<file path="src/hdl/bsa_pkg.sv">
// Shared types and constants for the blocked bitmap slot allocator.
// Used by the channel interfaces, the controller, the datapath and the top level.
// No dependencies.
`default_nettype none

package bsa_pkg;

  // Request and response field widths
  localparam int KIND_W   = 1;
  localparam int TYPE_W   = 2;
  localparam int INDEX_W  = 10;
  localparam int STATUS_W = 1;

  // Request kinds
  localparam logic [KIND_W-1:0] KIND_ALLOC   = 1'b0;
  localparam logic [KIND_W-1:0] KIND_RELEASE = 1'b1;

  // Response status codes
  localparam logic [STATUS_W-1:0] STATUS_DONE = 1'b0;
  localparam logic [STATUS_W-1:0] STATUS_FULL = 1'b1;

  // Controller -> datapath commands
  typedef struct packed {
    logic clear;        // write one clear-pass entry
    logic issue_new;    // take a new request from the input port, start the read
    logic issue_retry;  // re-issue the held request at the next block
    logic finish;       // write back the word and load the response register
    logic skip_block;   // current block is full: advance the type's search pointer
  } bsa_cmd_t;

  // Datapath -> controller status
  typedef struct packed {
    logic clear_last;   // clear pass is at its last entry
    logic block_full;   // allocate read a block with no free slot
    logic out_free;     // response register can take a beat this cycle
  } bsa_sts_t;

endpackage

`default_nettype wire

</file>
<file path="src/hdl/bsa_ctrl.sv">
// Controller state machine of the slot allocator: clear pass, request intake,
// block search retries and response hand-off. Depends on bsa_pkg.
`default_nettype none

module bsa_ctrl (
  input  wire logic              clk,
  input  wire logic              rst,
  input  wire logic              in_valid,
  output      logic              in_ready,
  input  wire bsa_pkg::bsa_sts_t sts,
  output      bsa_pkg::bsa_cmd_t cmd
);
  import bsa_pkg::*;

  typedef enum logic [3:0] {
    ST_CLEAR = 4'b0001,
    ST_IDLE  = 4'b0010,
    ST_RETRY = 4'b0100,
    ST_CHECK = 4'b1000
  } state_t;

  state_t state;
  state_t state_next;

  // Next state and commands
  always_comb begin
    state_next = state;
    cmd        = '0;
    in_ready   = 1'b0;
    case (state)
      ST_CLEAR: begin
        cmd.clear = 1'b1;
        if (sts.clear_last) begin
          state_next = ST_IDLE;
        end
      end
      ST_IDLE: begin
        in_ready = 1'b1;
        if (in_valid) begin
          cmd.issue_new = 1'b1;
          state_next    = ST_CHECK;
        end
      end
      ST_RETRY: begin
        cmd.issue_retry = 1'b1;
        state_next      = ST_CHECK;
      end
      ST_CHECK: begin
        // full block: move on; otherwise wait for room in the response register
        if (sts.block_full) begin
          cmd.skip_block = 1'b1;
          state_next     = ST_RETRY;
        end else if (sts.out_free) begin
          cmd.finish = 1'b1;
          state_next = ST_IDLE;
        end
      end
      default: begin
        state_next = ST_CLEAR;
      end
    endcase
  end

  // State register
  always_ff @(posedge clk) begin
    if (rst) begin
      state <= ST_CLEAR;
    end else begin
      state <= state_next;
    end
  end

endmodule

`default_nettype wire

</file>
<file path="config.mk">
export PLATFORM = sky130hd
export DESIGN_NAME = bsa_ctrl
export DESIGN_NICKNAME = d
export VERILOG_FILES = /design/src/hdl/bsa_pkg.sv /design/src/hdl/bsa_ctrl.sv
export SDC_FILE = /design/constraint.sdc
export NUM_CORES = 1
export LEC_CHECK = 0
export ABC_AREA = 1
export BUFFER_PORTS_ARGS = -buffer_cell sky130_fd_sc_hd__buf_2
export CAP_MARGIN = 20
export CORE_AREA = 4 4 41 43
export DETAILED_ROUTE_END_ITERATION = 7
export DIE_AREA = 0 0 45 47
export GPL_ROUTABILITY_DRIVEN = 0
export PLACE_DENSITY_LB_ADDON = 0.12
export SETUP_SLACK_MARGIN = 0.2
export SLEW_MARGIN = 25
export SYNTH_ARGS = -nofsm -noshare
export SYNTH_HDL_FRONTEND = slang
export SYNTH_SLANG_ARGS = --single-unit
</file>
<file path="constraint.sdc">
create_clock -name clk -period 2 [get_ports clk]
set_input_delay 0.1 -clock clk [delete_from_list [all_inputs] [get_ports clk]]
set_output_delay 0.1 -clock clk [all_outputs]
set_load 0.01 [all_outputs]
</file>
==> results.py, run 1 <==
metrics = {
    "outcome": {
        "run_status": "completed",
    },
    "die": {
        "placeableCoreArea_um2": 1300,
        "dieHeight_um": 47,
        "start_util": 0.223,
        "ioPinCount": 12,
        "die_x_um": 45,
        "fp-row-count": 13,
        "die_area_um2": 2120,
    },
    "grt": {
        "first_global_vias": 276,
        "grt_overflow": 0,
        "grt_first_pass_wirelength_um": 1040,
        "grt_start_max_net_pins": 6,
        "global_route.usage.total": 0.0727,
        "antenna_found_initial": 0,
    },
    "sta": {
        "skew_ns": 0.000438,
        "fmax_mhz": 827,
        "post-route-period-util": 0.605,
        "hold_violation_total_from_the_final_report": 0,
        "timing_max_transition_violations_final": 0,
        "grt_setup_unrepaired": "no",
        "finalWorstPathRequiredPeriod_ns": 1.21,
        "worst_slew_pin_slew_ns": 0.206,
        "timing.max_slew.rel_slack": 0.862,
        "setup_viol": 0,
        "finalSetupTns_ns": 0,
    },
    "clock_network": {
        "post_cts.resized_instances": 0,
        "htreeDepth": 1,
        "post-cts-setup-buffers": 0,
        "clkSinkCount": 4,
        "clock_path_buffers": 2,
        "cts_root_buf": "clkbuf_4",
        "clk-insertion-delay-late_ns": 0.23,
        "cts_buffers": 3,
        "cts_hold_buf": 0,
        "clkTransAtPathRegs_ns": 0.03,
        "cts_tree": "built",
    },
    "logic_synthesis": {
        "synth_mux_area_frac": 0,
        "synthesis.yosys.warnings": 0,
        "synthSimpleGateAreaFrac": 0.526,
        "syn-mean-instance-area_um2": 6.45,
        "synth_seq_cells": 4,
        "yosys.area_share.adder": 0,
        "syn-instance-count": 45,
        "post_synth_xor_area_fraction": 0,
        "combinational_family_with_the_most_area_after_synthesis": "simple AND/OR/NAND/NOR gates",
        "ys_seq_area_frac": 0.276,
        "post_synth_num_cell_types": 14,
        "yosysTopAreaCell": "dfxtp_1",
        "synth.cell_area_um2": 290,
        "synth.top_cells.by_area": "dfxtp_1 28%, nor2_2 13%, inv_1 12%",
        "synth_compound_gate_area_share": 0.0560,
        "syn_nets": 51,
        "synth_top_cell_area_share": 0.276,
    },
    "power": {
        "max-vdd-ir-drop_mv": 0.334,
        "power_density_nw_per_um2": 1140,
        "total_leakage_power_nw": 0.232,
    },
    "cells_and_area": {
        "ff_latch_area_um2": 80.1,
        "max_flop_register": "state",
        "antenna_cells": 0,
        "final_layout_size_suffix_gt1_frac": 0.458,
        "stdcell_area_um2": 387,
        "areaGrowthSynthToFinish_pct": 33.2,
        "layout_top_registers": "state: 4 flops",
        "final.fill_count": 167,
        "multi_input_area_um2": 169,
        "largest_register_ffs": 4,
        "finish.net_count": 67,
    },
    "job": {
        "timing.max_cap.violations": 0,
    },
    "route": {
        "post-route-drc-count": 0,
        "drt_first_iter_violations": 2,
        "antenna_left": 0,
        "routed-via-count": 293,
        "post_drt_via_cell_ratio": 3.96,
        "firstDrtPassIters": 4,
        "wl_per_cell_um": 8.35,
        "total_length_of_routed_wires_um": 618,
    },
    "worst_setup_path": {
        "setup.worst_path.class": "register to primary output",
        "crit_path_max_fanout": 5,
        "regToRegEndpoint": "state[3]$_SDFFE_PP0P_",
        "critical_path_required_ns": 1.90,
        "r2r.worst_path.cells": 6,
        "reg2reg_start": "state[0]$_SDFFE_PP1P_",
        "worstPathArrival_ns": 1.11,
        "r2r_slack_ns": 0.95,
        "critical_path.startpoint_type": "register",
        "cp-end-kind": "primary output",
    },
    "worst_hold_path": {
        "hold_path_end": "state[2]$_SDFFE_PP0P_",
        "timing.hold.worst_path_depth": 2,
        "hold_path.class": "input port to register",
        "min-delay-start": "rst",
    },
    "placement": {
        "dp_hpwl_um": 549,
        "portBuffers": 11,
        "detailed_place.area_um2": 364,
    },
}
==> critical path, stage by stage, from the launching register on <==
cell	delay, ns
dfxtp_1	0.33
nor2_2	0.21
nand2_2	0.12
nor2_1	0.09
buf_2	0.13
==> cells in the final DEF, fill, tap and decap left out <==
cell	netlist	routed
buf_2	0	11
clkbuf_4	0	3
clkinv_1	1	1
dfxtp_1	4	4
inv_1	9	9
inv_2	1	1
nand2_1	5	5
nand2_2	2	2
nand3_1	4	4
nand3_2	3	3
nand4_1	1	1
nor2_1	6	6
nor2_2	6	6
nor3_1	1	1
o21ai_2	1	1
o21bai_1	1	1
==> final cells by class <==
type / instances / area share
clock buffer: 3 / 0.0583
inverter: 11 / 0.107
sequential: 4 / 0.207
timing repair buffer: 11 / 0.142
multi-input combinational: 30 / 0.437
tap: 15 / 0.0485
==> worst max-delay path by stage <==
stage | start | endpoint | slack, ns
2_1_floorplan | state[0]$_SDFFE_PP1P_ | state[3]$_SDFFE_PP0P_ | 1.07
3_3_place_gp | state[0]$_SDFFE_PP1P_ | state[3]$_SDFFE_PP0P_ | 0.97
3_5_place_dp | state[0]$_SDFFE_PP1P_ | state[3]$_SDFFE_PP0P_ | 0.96
4_1_cts | state[0]$_SDFFE_PP1P_ | cmd[0] | 0.76
5_1_grt | state[0]$_SDFFE_PP1P_ | cmd[0] | 0.70
6_report | state[0]$_SDFFE_PP1P_ | cmd[0] | 0.79
==> power breakdown <==
| group | switching (mW) | internal, mW |
|---|---|---|
| registers | 0.0227 | 0.104 |
| clock network | 0.0281 | 0.0668 |
| logic | 0.138 | 0.0819 |
==> layer usage <==
metal / global-route usage / vias to the layer above / wire (µm)
li1: - / 166 / -
met3: 0.0153 / 2 / 50
met2: 0.107 / 6 / 274
met5: 0 / - / 0
met4: 0.0877 / 0 / 9
met1: 0.0795 / 119 / 284
==> cell families after synthesis <==
| logic type | count (synthesis) |
|---|---|
| AND/OR/NAND/NOR | 28 |
| AO/OA/AOI/OAI | 2 |
| flip-flops | 4 |
| buffers and inverters | 11 |
==> synthesized netlist by cell type <==
cell,count
clkinv_1,1
dfxtp_1,4
inv_1,9
inv_2,1
nand2_1,5
nand2_2,2
nand3_1,4
nand3_2,3
nand4_1,1
nor2_1,6
nor2_2,6
nor3_1,1
o21ai_2,1
o21bai_1,1
==> metrics by stage <==
stage               setup slack, ns  utilization  instances  hold WS [ns]  total power, mW
floorplan                      1.07            -         45         0.177            0.294
global placement              0.969        0.280         71         0.307            0.356
detailed placement            0.965        0.280         71         0.302            0.352
CTS                           0.764        0.297         74        0.0560            0.454
global route                  0.696        0.297         74        0.0767            0.484
finish                        0.790        0.297         74        0.0625            0.441
Power figures use the tool's default switching activity.
==> inputs of run 2 (changes only) <==
Clock period 2 ns to 1.05 ns, I/O delays scaled along.
==> run 2 against run 1 <==
Net effect:
- the flow now finishes with violations (setup timing)
- global-route usage up 0.64 points
- critical path depth unchanged
- final area up 40%
- hold slack improved by 0.055 ns
- final cell count increased by 14%
- flip-flop and latch count unchanged
- register-to-register slack lost 0.99 ns
- total power grew to 2.7 times the previous value
- combinational power grew to 3.1 times the previous value
- die area unchanged
==> results.py, run 2 (synthesis results as in run 1) <==
metrics = {
    "sta": {
        "post-route-period-util": 1.04,
        "worst_slew_pin_slew_ns": 0.154,
        "timing.hold.ws_ns": 0.118,
        "timing.max_slew.rel_slack": 0.897,
        "setup_viol": 5,
        "skew_ns": 0.000245,
        "grt_setup_unrepaired": "yes",
        "fmax_mhz": 913,
        "finalWorstPathRequiredPeriod_ns": 1.09,
        "timing_max_transition_violations_final": 0,
        "hold_violation_total_from_the_final_report": 0,
        "postLayoutSetupSlackWorst_ns": -0.0448,
    },
    "cells_and_area": {
        "layout.cells.most_common": "buf_2",
        "final.fill_count": 143,
        "max_flop_register": "state",
        "final_layout_size_suffix_gt1_frac": 0.696,
        "most-common-layout-cells": "10 x buf_2, 7 x buf_4, 6 x inv_1, 5 x nor2_4",
        "ff_latch_area_um2": 92.6,
        "antenna_cells": 0,
        "stdcell_area_um2": 541,
        "finish.net_count": 77,
        "multi_input_area_um2": 216,
        "layout_top_registers": "state: 4 flops",
        "areaGrowthSynthToFinish_pct": 86.2,
        "largest_register_ffs": 4,
    },
    "die": {
        "die_x_um": 45,
        "start_util": 0.223,
        "placeableCoreArea_um2": 1300,
        "ioPinCount": 12,
        "die_area_um2": 2120,
        "fp-row-count": 13,
        "dieHeight_um": 47,
    },
    "route": {
        "firstDrtPassIters": 4,
        "wl_per_cell_um": 9.68,
        "post_drt_via_cell_ratio": 4.19,
        "post-route-drc-count": 0,
        "antenna_left": 0,
        "drt_first_iter_violations": 6,
        "total_length_of_routed_wires_um": 813,
        "routed-via-count": 352,
    },
    "worst_setup_path": {
        "cp-end-kind": "primary output",
        "critical_path_required_ns": 1.00,
        "crit_path_max_fanout": 3,
        "critical_path.startpoint_type": "register",
        "r2r.worst_path.cells": 8,
        "worstPathCellList": "nor2_4, nand3_2, inv_1, buf_2",
        "timing.critical_path.slowest_stage_cell": "dfxtp_4",
        "cell_family_with_the_largest_share_of_critical_path_delay": "flip-flops",
        "setup.worst_path.class": "register to primary output",
        "critical_path.n_buffers_inverters": 2,
        "worst_path_largest_cell_delay_ns": 0.36,
        "worstSetupPathDepth": 4,
        "worstPathArrival_ns": 1.04,
    },
    "job": {
        "timing.max_cap.violations": 0,
    },
    "placement": {
        "portBuffers": 11,
        "detailed_place.area_um2": 384,
        "dp_hpwl_um": 556,
    },
    "grt": {
        "grt_first_pass_wirelength_um": 1150,
        "first_global_vias": 294,
        "grt_overflow": 0,
        "grt_start_max_net_pins": 5,
        "antenna_found_initial": 0,
        "global_route.usage.total": 0.0791,
    },
    "clock_network": {
        "cts_tree": "built",
        "htreeDepth": 1,
        "cts_buffers": 3,
        "clkSinkCount": 4,
        "clock_path_buffers": 2,
        "cts_root_buf": "clkbuf_4",
        "clkTransAtPathRegs_ns": 0.04,
        "clk-insertion-delay-late_ns": 0.23,
    },
    "outcome": {
        "violations": "setup timing",
        "run_status": "finished, violations left",
    },
    "worst_hold_path": {
        "hold_path.class": "input port to register",
        "timing.hold.worst_path_depth": 3,
    },
    "power": {
        "total_leakage_power_nw": 0.308,
        "power_density_nw_per_um2": 2160,
        "p_total_mw": 1.17,
        "max-vdd-ir-drop_mv": 0.828,
    },
}
[run 2: cell types whose count changed in the layout (fill, tap and decap cells not counted), sizes merged]
cell         previous run  this run
buf                    11        20
dlygate4sd3             0         1
[run 2: worst paths after layout]
path	end	slack [ns]	startpoint
setup / recovery	cmd[2]	-0.04	state[0]$_SDFFE_PP1P_
hold reg to reg	state[0]$_SDFFE_PP1P_	0.65	state[3]$_SDFFE_PP0P_
setup reg to reg	state[3]$_SDFFE_PP0P_	-0.04	state[3]$_SDFFE_PP0P_
hold / removal	state[2]$_SDFFE_PP0P_	0.12	sts[1]
[run 2: timing repair]
action | CTS | global route
endpoints found under the setup margin | 10 | 10
gates resized for setup | 12 | 6
hold endpoints to repair | 1 | 0
hold buffers | 1 | 0
buffers inserted | 6 | 3
pin swaps | 8 | 4
[run 2: layer usage]
layer  global-route usage  share of wire
met1               0.0911           0.42
met2                0.127           0.48
met3               0.0460           0.10
met4               0.0175              0
met5                    0              0
[run 2: worst reg2reg max path, cell delays in order (launching register included)]
cell      delay, ns
dfxtp_2        0.35
inv_2          0.06
nor2_4         0.12
buf_4          0.13
nand3_2        0.09
nand3_2        0.09
nand2_1        0.07
clkinv_1       0.05
nor2_1         0.03
[run 2: layout make-up]
class	count	share of cell area
multi-input combinational	30	0.400
timing repair buffer	21	0.271
sequential	4	0.171
inverter	11	0.0810
clock buffer	3	0.0417
tap	15	0.0347
[run 2: report_power, final]
group | total [mW] | internal, mW | switching [mW]
logic | 0.689 | 0.337 | 0.352
clock network | 0.188 | 0.128 | 0.0599
registers | 0.294 | 0.216 | 0.0777
total | 1.17 | 0.680 | 0.490
[run 2: per-stage QoR]
step           setup slack (ns)  utilization  std cells  TNS (ns)
2_1_floorplan             0.164            -         45         0
3_3_place_gp             0.0556        0.295         71         0
3_5_place_dp             0.0787        0.295         71         0
4_1_cts                 -0.0571        0.386         81    -0.255
5_1_grt                 -0.0914        0.415         84    -0.556
6_report                -0.0448        0.415         84    -0.172
