<file path="config.mk">
export PLATFORM = sky130hd
export DESIGN_NAME = bsa_datapath
export DESIGN_NICKNAME = d
export VERILOG_FILES = /design/src/hdl/bsa_pkg.sv /design/src/hdl/bsa_datapath.sv
export SDC_FILE = /design/constraint.sdc
export NUM_CORES = 2
export LEC_CHECK = 0
export BUFFER_PORTS_ARGS = -buffer_cell sky130_fd_sc_hd__buf_4
export CORE_AREA = 2 2 737 666
export CTS_CLUSTER_SIZE = 8
export DETAILED_ROUTE_END_ITERATION = 12
export DIE_AREA = 0 0 739 668
export GPL_TIMING_DRIVEN = 0
export MAX_ROUTING_LAYER = met4
export PLACE_DENSITY_LB_ADDON = 0.08
export SKIP_CTS_REPAIR_TIMING = 1
export SYNTH_ARGS = -nofsm -noshare
export SYNTH_HDL_FRONTEND = slang
export SYNTH_MEMORY_MAX_BITS = 65536
export SYNTH_SLANG_ARGS = --single-unit
</file>
<file path="constraint.sdc">
create_clock -name clk -period 13.7 [get_ports clk]
set_clock_uncertainty 0.2 [all_clocks]
set_input_delay 1.37 -clock clk [delete_from_list [all_inputs] [get_ports clk]]
set_output_delay 1.37 -clock clk [all_outputs]
set_load 0.02 [all_outputs]
</file>
<file path="src/hdl/bsa_pkg.sv">
// Shared types and constants for the blocked bitmap slot allocator.
// Used by the channel interfaces, the controller, the datapath and the top level.
// No dependencies.
`default_nettype none

package bsa_pkg;

  // Request and response field widths
  localparam int KIND_W   = 1;
  localparam int TYPE_W   = 2;
  localparam int INDEX_W  = 10;
  localparam int STATUS_W = 1;

  // Request kinds
  localparam logic [KIND_W-1:0] KIND_ALLOC   = 1'b0;
  localparam logic [KIND_W-1:0] KIND_RELEASE = 1'b1;

  // Response status codes
  localparam logic [STATUS_W-1:0] STATUS_DONE = 1'b0;
  localparam logic [STATUS_W-1:0] STATUS_FULL = 1'b1;

  // Controller -> datapath commands
  typedef struct packed {
    logic clear;        // write one clear-pass entry
    logic issue_new;    // take a new request from the input port, start the read
    logic issue_retry;  // re-issue the held request at the next block
    logic finish;       // write back the word and load the response register
    logic skip_block;   // current block is full: advance the type's search pointer
  } bsa_cmd_t;

  // Datapath -> controller status
  typedef struct packed {
    logic clear_last;   // clear pass is at its last entry
    logic block_full;   // allocate read a block with no free slot
    logic out_free;     // response register can take a beat this cycle
  } bsa_sts_t;

endpackage

`default_nettype wire

</file>
<file path="src/hdl/bsa_datapath.sv">
// Datapath of the slot allocator: free-map memory, per-type search pointers,
// held request, lowest-free-slot encoder and response register. Depends on bsa_pkg.
`default_nettype none

module bsa_datapath #(
  parameter int SLOT_BITS       = 6,
  parameter int BLOCKS_PER_TYPE = 16,
  parameter int HEAP_TYPES      = 4
) (
  input  wire logic                           clk,
  input  wire logic                           rst,
  input  wire bsa_pkg::bsa_cmd_t              cmd,
  output      bsa_pkg::bsa_sts_t              sts,
  input  wire logic [bsa_pkg::KIND_W-1:0]     in_kind,
  input  wire logic [bsa_pkg::TYPE_W-1:0]     in_heap_type,
  input  wire logic [bsa_pkg::INDEX_W-1:0]    in_release_index,
  output      logic                           out_valid,
  input  wire logic                           out_ready,
  output      logic [bsa_pkg::STATUS_W-1:0]   out_status,
  output      logic [bsa_pkg::INDEX_W-1:0]    out_slot_index
);
  import bsa_pkg::*;

  localparam int SW   = SLOT_BITS;
  localparam int WW   = 1 << SLOT_BITS;
  localparam int NUM  = HEAP_TYPES * BLOCKS_PER_TYPE;
  localparam int AW   = (NUM > 1) ? $clog2(NUM) : 1;
  localparam int HW   = $clog2(BLOCKS_PER_TYPE + 1);
  localparam int TW   = (HEAP_TYPES > 1) ? $clog2(HEAP_TYPES) : 1;
  localparam int RBW  = INDEX_W - SLOT_BITS;
  localparam int CW   = (RBW > HW) ? RBW : HW;
  localparam int IW   = HW + SW;

  localparam logic [3:0]    TYPES_C  = 4'(HEAP_TYPES);
  localparam logic [HW-1:0] BLOCKS_H = HW'(BLOCKS_PER_TYPE);
  localparam logic [CW-1:0] BLOCKS_C = CW'(BLOCKS_PER_TYPE);
  localparam logic [AW:0]   BLOCKS_A = (AW+1)'(BLOCKS_PER_TYPE);
  localparam logic [AW-1:0] LAST_A   = AW'(NUM - 1);

  // Lowest set bit by halving: one step per slot-index bit
  function automatic logic [SW-1:0] lowest_set(input logic [WW-1:0] v);
    logic [WW-1:0] rem;
    logic [WW-1:0] mask;
    logic [SW-1:0] idx;
    int            half;
    rem = v;
    idx = '0;
    for (int k = SW - 1; k >= 0; k--) begin
      half = 1 << k;
      mask = {WW{1'b1}} >> (WW - half);
      if ((rem & mask) == '0) begin
        idx[k] = 1'b1;
        rem    = rem >> half;
      end
    end
    return idx;
  endfunction

  logic [WW-1:0] mem [NUM];
  logic [WW-1:0] rdata;
  logic [AW-1:0] clr_addr;
  logic [HW-1:0] hint [HEAP_TYPES];

  // Held request
  logic [KIND_W-1:0]  req_kind;
  logic [TYPE_W-1:0]  req_type;
  logic [INDEX_W-1:0] req_index;
  logic               req_skip;
  logic [AW-1:0]      req_addr;
  logic [HW-1:0]      req_block;
  logic [SW-1:0]      req_slot;
  logic [TW-1:0]      req_t;

  // Issue-side decode
  logic               issue;
  logic [KIND_W-1:0]  src_kind;
  logic [TYPE_W-1:0]  src_type;
  logic [INDEX_W-1:0] src_index;
  logic [2:0]         type_x;
  logic [TW-1:0]      src_t;
  logic               type_ok;
  logic [HW-1:0]      hint_cur;
  logic [CW-1:0]      rel_blk_x;
  logic               blk_ok;
  logic [HW-1:0]      src_blk;
  logic               src_skip;
  logic [AW:0]        addr_x;
  logic [AW-1:0]      src_addr;

  // Finish-side decode
  logic               is_alloc;
  logic [SW-1:0]      alloc_slot;
  logic [SW-1:0]      slot_sel;
  logic [WW-1:0]      slot_bit;
  logic [WW-1:0]      wdata;
  logic [IW-1:0]      alloc_index;

  // Select the request source and form the memory address
  always_comb begin
    issue     = cmd.issue_new | cmd.issue_retry;
    src_kind  = cmd.issue_retry ? req_kind  : in_kind;
    src_type  = cmd.issue_retry ? req_type  : in_heap_type;
    src_index = cmd.issue_retry ? req_index : in_release_index;

    type_x    = {1'b0, src_type};
    src_t     = type_x[TW-1:0];
    type_ok   = 4'(src_type) < TYPES_C;
    hint_cur  = type_ok ? hint[src_t] : '0;

    rel_blk_x = CW'(src_index[INDEX_W-1:SLOT_BITS]);
    blk_ok    = rel_blk_x < BLOCKS_C;

    if (src_kind == KIND_ALLOC) begin
      src_blk  = hint_cur;
      src_skip = !type_ok || (hint_cur == BLOCKS_H);
    end else begin
      src_blk  = rel_blk_x[HW-1:0];
      src_skip = !type_ok || !blk_ok;
    end

    addr_x   = (AW+1)'(src_t) * BLOCKS_A + (AW+1)'(src_blk);
    src_addr = addr_x[AW-1:0];
  end

  // Capture the request at issue
  always_ff @(posedge clk) begin
    if (issue) begin
      req_kind  <= src_kind;
      req_type  <= src_type;
      req_index <= src_index;
      req_skip  <= src_skip;
      req_addr  <= src_addr;
      req_block <= src_blk;
      req_slot  <= src_index[SW-1:0];
      req_t     <= src_t;
    end
  end

  // Update the free map word
  always_comb begin
    is_alloc    = (req_kind == KIND_ALLOC);
    alloc_slot  = lowest_set(rdata);
    slot_sel    = is_alloc ? alloc_slot : req_slot;
    slot_bit    = WW'(1) << slot_sel;
    wdata       = is_alloc ? (rdata & ~slot_bit) : (rdata | slot_bit);
    alloc_index = {req_block, alloc_slot};
  end

  // Free-map memory: one write port, one registered read port
  always_ff @(posedge clk) begin
    if (cmd.clear) begin
      mem[clr_addr] <= '1;
    end else if (cmd.finish && !req_skip) begin
      mem[req_addr] <= wdata;
    end
    if (issue && !src_skip) begin
      rdata <= mem[src_addr];
    end
  end

  // Clear-pass counter
  always_ff @(posedge clk) begin
    if (rst) begin
      clr_addr <= '0;
    end else if (cmd.clear && (clr_addr != LAST_A)) begin
      clr_addr <= clr_addr + AW'(1);
    end
  end

  // Per-type search pointers: every block below the pointer is full
  always_ff @(posedge clk) begin
    if (rst) begin
      for (int i = 0; i < HEAP_TYPES; i++) begin
        hint[i] <= '0;
      end
    end else if (cmd.skip_block) begin
      hint[req_t] <= req_block + HW'(1);
    end else if (cmd.finish && !req_skip) begin
      if (is_alloc) begin
        if (wdata == '0) begin
          hint[req_t] <= req_block + HW'(1);
        end
      end else if (req_block < hint[req_t]) begin
        hint[req_t] <= req_block;
      end
    end
  end

  // Response register
  always_ff @(posedge clk) begin
    if (rst) begin
      out_valid <= 1'b0;
    end else if (cmd.finish) begin
      out_valid <= 1'b1;
    end else if (out_ready) begin
      out_valid <= 1'b0;
    end
  end

  always_ff @(posedge clk) begin
    if (cmd.finish) begin
      out_status     <= (is_alloc && req_skip) ? STATUS_FULL : STATUS_DONE;
      out_slot_index <= (is_alloc && !req_skip) ? INDEX_W'(alloc_index) : '0;
    end
  end

  // Status to the controller
  always_comb begin
    sts.clear_last = (clr_addr == LAST_A);
    sts.block_full = is_alloc && !req_skip && (rdata == '0);
    sts.out_free   = !out_valid || out_ready;
  end

endmodule

`default_nettype wire

</file>
==> impl_metrics.env <==
export IMPL_die_h_um=668
export IMPL_dr_pass1_iters=7
export IMPL_synthCells=13200
export IMPL_period_needed_ns=8.47
export IMPL_cap_violations=6
export IMPL_grt_max_degree=65
export IMPL_p_per_area_mw_per_mm2=181
export IMPL_die_area_mm2=0.494
export IMPL_dp_hpwl_um=522000
export IMPL_worstReg2RegStart="rdata[23]$_DFFE_PP_"
export IMPL_synth_area_per_cell_um2=12.9
export IMPL_ctsHtreeMaxLevel=6
export IMPL_rrSetupSlack_ns=5.23
export IMPL_gr_total_overflow=0
export IMPL_placed_area_mm2=0.186
export IMPL_clock_path_buffers=4
export IMPL_worstSetupEndpointType="register"
export IMPL_slew_viol_final=23
export IMPL_hold_path_depth=1
export IMPL_root_buffer="clkbuf_16"
export IMPL_power_mw=36.6
export IMPL_worstHoldStart="in_release_index[4]"
export IMPL_grt_pass1_vias=112000
export IMPL_rsz0062_at_grt="no"
export IMPL_post_drt_wl_per_cell_um=33.5
export IMPL_worst_pin_slew_ns=1.59
export IMPL_synth_distinct_cells=86
export IMPL_drtIter0Drc=16400
export IMPL_fmax_mhz=118
export IMPL_min_to="req_index[4]$_DFFE_PP_"
export IMPL_synthTopCellsByArea="edfxtp_1 75%, nand2_1 9.3%, nand3_1 6.1%"
export IMPL_synth_nets=13200
export IMPL_yosysMostFrequentCell="edfxtp_1"
export IMPL_routed_wl_um=698000
export IMPL_synthFlopType="edfxtp_1"
export IMPL_drtAntennaViolNets=0
export IMPL_crit_required_ns=14.17
export IMPL_slowest_delay_ns=1.02
export IMPL_gp_congestion=0.993
export IMPL_post_route_period_util_pct=61.8
export IMPL_status="finished with violations"
export IMPL_hold_class="in -> reg"
export IMPL_cp_arrival_ns=8.94
export IMPL_slew_headroom_pct=-6.79
export IMPL_design_area_mm2=0.202
export IMPL_post_route_util_pct=41.6
export IMPL_setup_violations=0
export IMPL_power_ir_vdd_worst_mv=0.132
export IMPL_cts_inserted_buffers=599
export IMPL_ioPinCount=36
export IMPL_drive_gt1_share_pct=10.1
export IMPL_yosys_area_top_type="edfxtp_1"
export IMPL_yosysSeqAreaShare_pct=74.7
export IMPL_async_reset_ff_share_pct=0
export IMPL_cts_tree="built"
export IMPL_grt_pass1_wl_um=945000
export IMPL_final_cells=20800
export IMPL_synth_top_area_share_pct=74.6
export IMPL_syn_area_mm2=0.170
export IMPL_hold_ws_ns=0.292
export IMPL_cts_sinks=4221
export IMPL_hold_viol_final=0
export IMPL_io_buffers=34
export IMPL_path_cells="nor4_1 > nand4_1 > nor3_1 > a21o_1 > o41a_1 > nor2_1 > nor2_1 > clkbuf_1 > o22ai_1 > a211oi_1 > o221ai_1 > nor4_1 > nand4_1 > o31a_1 > a21oi_1"
export IMPL_rr_endpoint="hint[1][1]$_SDFFCE_PN0P_"
export IMPL_synth_seq_cells=4221
export IMPL_synthTopCellsByCount="4212 x edfxtp_1, 4204 x nand2_1, 2074 x nand3_1, 828 x clkbuf_1, 516 x a311oi_1"
export IMPL_avgViaCountPerCell=5.65
export IMPL_r2r_cells=15
export IMPL_violations="max-capacitance violations, max-slew violations"
export IMPL_fillerInstances=44800
export IMPL_fp_dieW_um=739
export IMPL_crit_slowest_cell="nor3_1"
export IMPL_final_nets=14200
export IMPL_coreArea_mm2=0.486
export IMPL_row_count=243
export IMPL_yosys_warnings=0
export IMPL_antenna_found_initial=118
export IMPL_clk_latency_ns=1.07
export IMPL_vias=118000
export IMPL_path_class="reg -> reg"
export IMPL_drc_errors=0
export IMPL_start_util_pct=34.9
export IMPL_synth_edf_count=4212
export IMPL_clk_pin_slew_ns=0.05
export IMPL_dpl_cell_count=20000
export IMPL_area_growth_pct=19.2
export IMPL_critPathMaxFanout=10
export IMPL_p_leak_nw=67.6
export IMPL_grt_util_all_layers_pct=28.5
export IMPL_worstSetupStartpoint="rdata[23]$_DFFE_PP_"
export IMPL_start_kind="register"
[critical path, delay by kind of cell (launching register included)]
kind | cells | cell delay [ns]
flops | 1 | 0.56
compound gates | 7 | 2.75
buf+inv | 1 | 0.83
simple gates | 7 | 3.73
[sequential cells by signal, indices dropped and copies added (netlist names), named ones only]
signal          cells
req_index          10
clr_addr            6
hint               20
req_kind            1
out_valid           1
out_status          1
req_t               2
mem              4096
rdata              64
req_skip            1
req_block           1
req_addr            6
out_slot_index     10
[layer usage]
metal / part of all wire, % / vias to the layer above / global-route usage (%)
met3: 8.9 / 1012 / 5.57
met5: 0 / - / -
met1: 44 / 60500 / 40.0
li1: - / 50600 / -
met2: 43 / 5569 / 41.4
met4: 3.8 / 0 / 9.51
[placed cells by master (no fill, tap or decap), types with 70 or more instances in the layout]
| cell | netlist | final |
|---|---|---|
| and3_1 | 256 | 256 |
| diode_2 | 0 | 99 |
| clkbuf_2 | 0 | 72 |
| buf_1 | 71 | 71 |
| clkbuf_1 | 828 | 775 |
| buf_4 | 3 | 92 |
| edfxtp_1 | 4212 | 4212 |
| nand3_1 | 2074 | 2072 |
| clkbuf_16 | 0 | 615 |
| buf_12 | 0 | 179 |
| nor2_1 | 156 | 93 |
| a311oi_1 | 516 | 516 |
| mux4_2 | 70 | 70 |
| a31oi_1 | 266 | 204 |
| nand2_1 | 4204 | 4179 |
[cells by family (layout without fill, tap and decap cells)]
group,after synthesis,after routing,synth area share [%]
AOI/OAI and AO/OA,1024,1024,4.70
xor gates and xnor gates,10,10,0.0516
adders and majority gates,7,7,0.0516
buffers and inverters,938,2019,2.09
DFF,4221,4221,74.7
muxes,93,93,1.07
other,0,99,0
and+or+nand+nor,6859,6859,17.4
[how the worst max path moves through the flow]
stage | to | slack, ns | cells past startpoint
2_1_floorplan | mem[0][32]$_DFFE_PP_ | 5.39 | 13
3_3_place_gp | mem[37][24]$_DFFE_PP_ | -11.61 | 10
3_5_place_dp | rdata[45]$_DFFE_PP_ | 4.52 | 19
4_1_cts | hint[1][1]$_SDFFCE_PN0P_ | 5.55 | 15
5_1_grt | hint[1][1]$_SDFFCE_PN0P_ | 5.28 | 15
6_report | hint[1][1]$_SDFFCE_PN0P_ | 5.23 | 15
[metrics by stage]
| step | setup TNS (ns) | setup slack [ns] |
|---|---|---|
| after CTS | 0 | 5.55 |
| after global routing | 0 | 5.28 |
| after global placement | -4235.26 | -11.61 |
| after detailed placement | 0 | 4.52 |
| final | 0 | 5.23 |
| after floorplan | 0 | 5.39 |
[power by group]
group | total, mW | switching (mW) | internal [mW] | leakage, nW
Sequential | 15.2 | 0.418 | 14.8 | 38.5
Combinational | 8.03 | 6.17 | 1.87 | 21.3
Clock | 13.3 | 5.42 | 7.89 | 7.86
[layout make-up]
type	count	area [um2]	share of cell area [%]
diodes	99	248	0.123
plain buffers	909	3530	1.74
clock buffers	635	15500	7.65
clock inverters	41	558	0.276
inverters	29	109	0.0539
multi-input cells	7993	40700	20.2
flip-flops and latches	4221	127000	62.7
well taps	6492	8120	4.02
repair buffers	405	6700	3.31
Note: power is estimated with default switching activity, not from simulation.
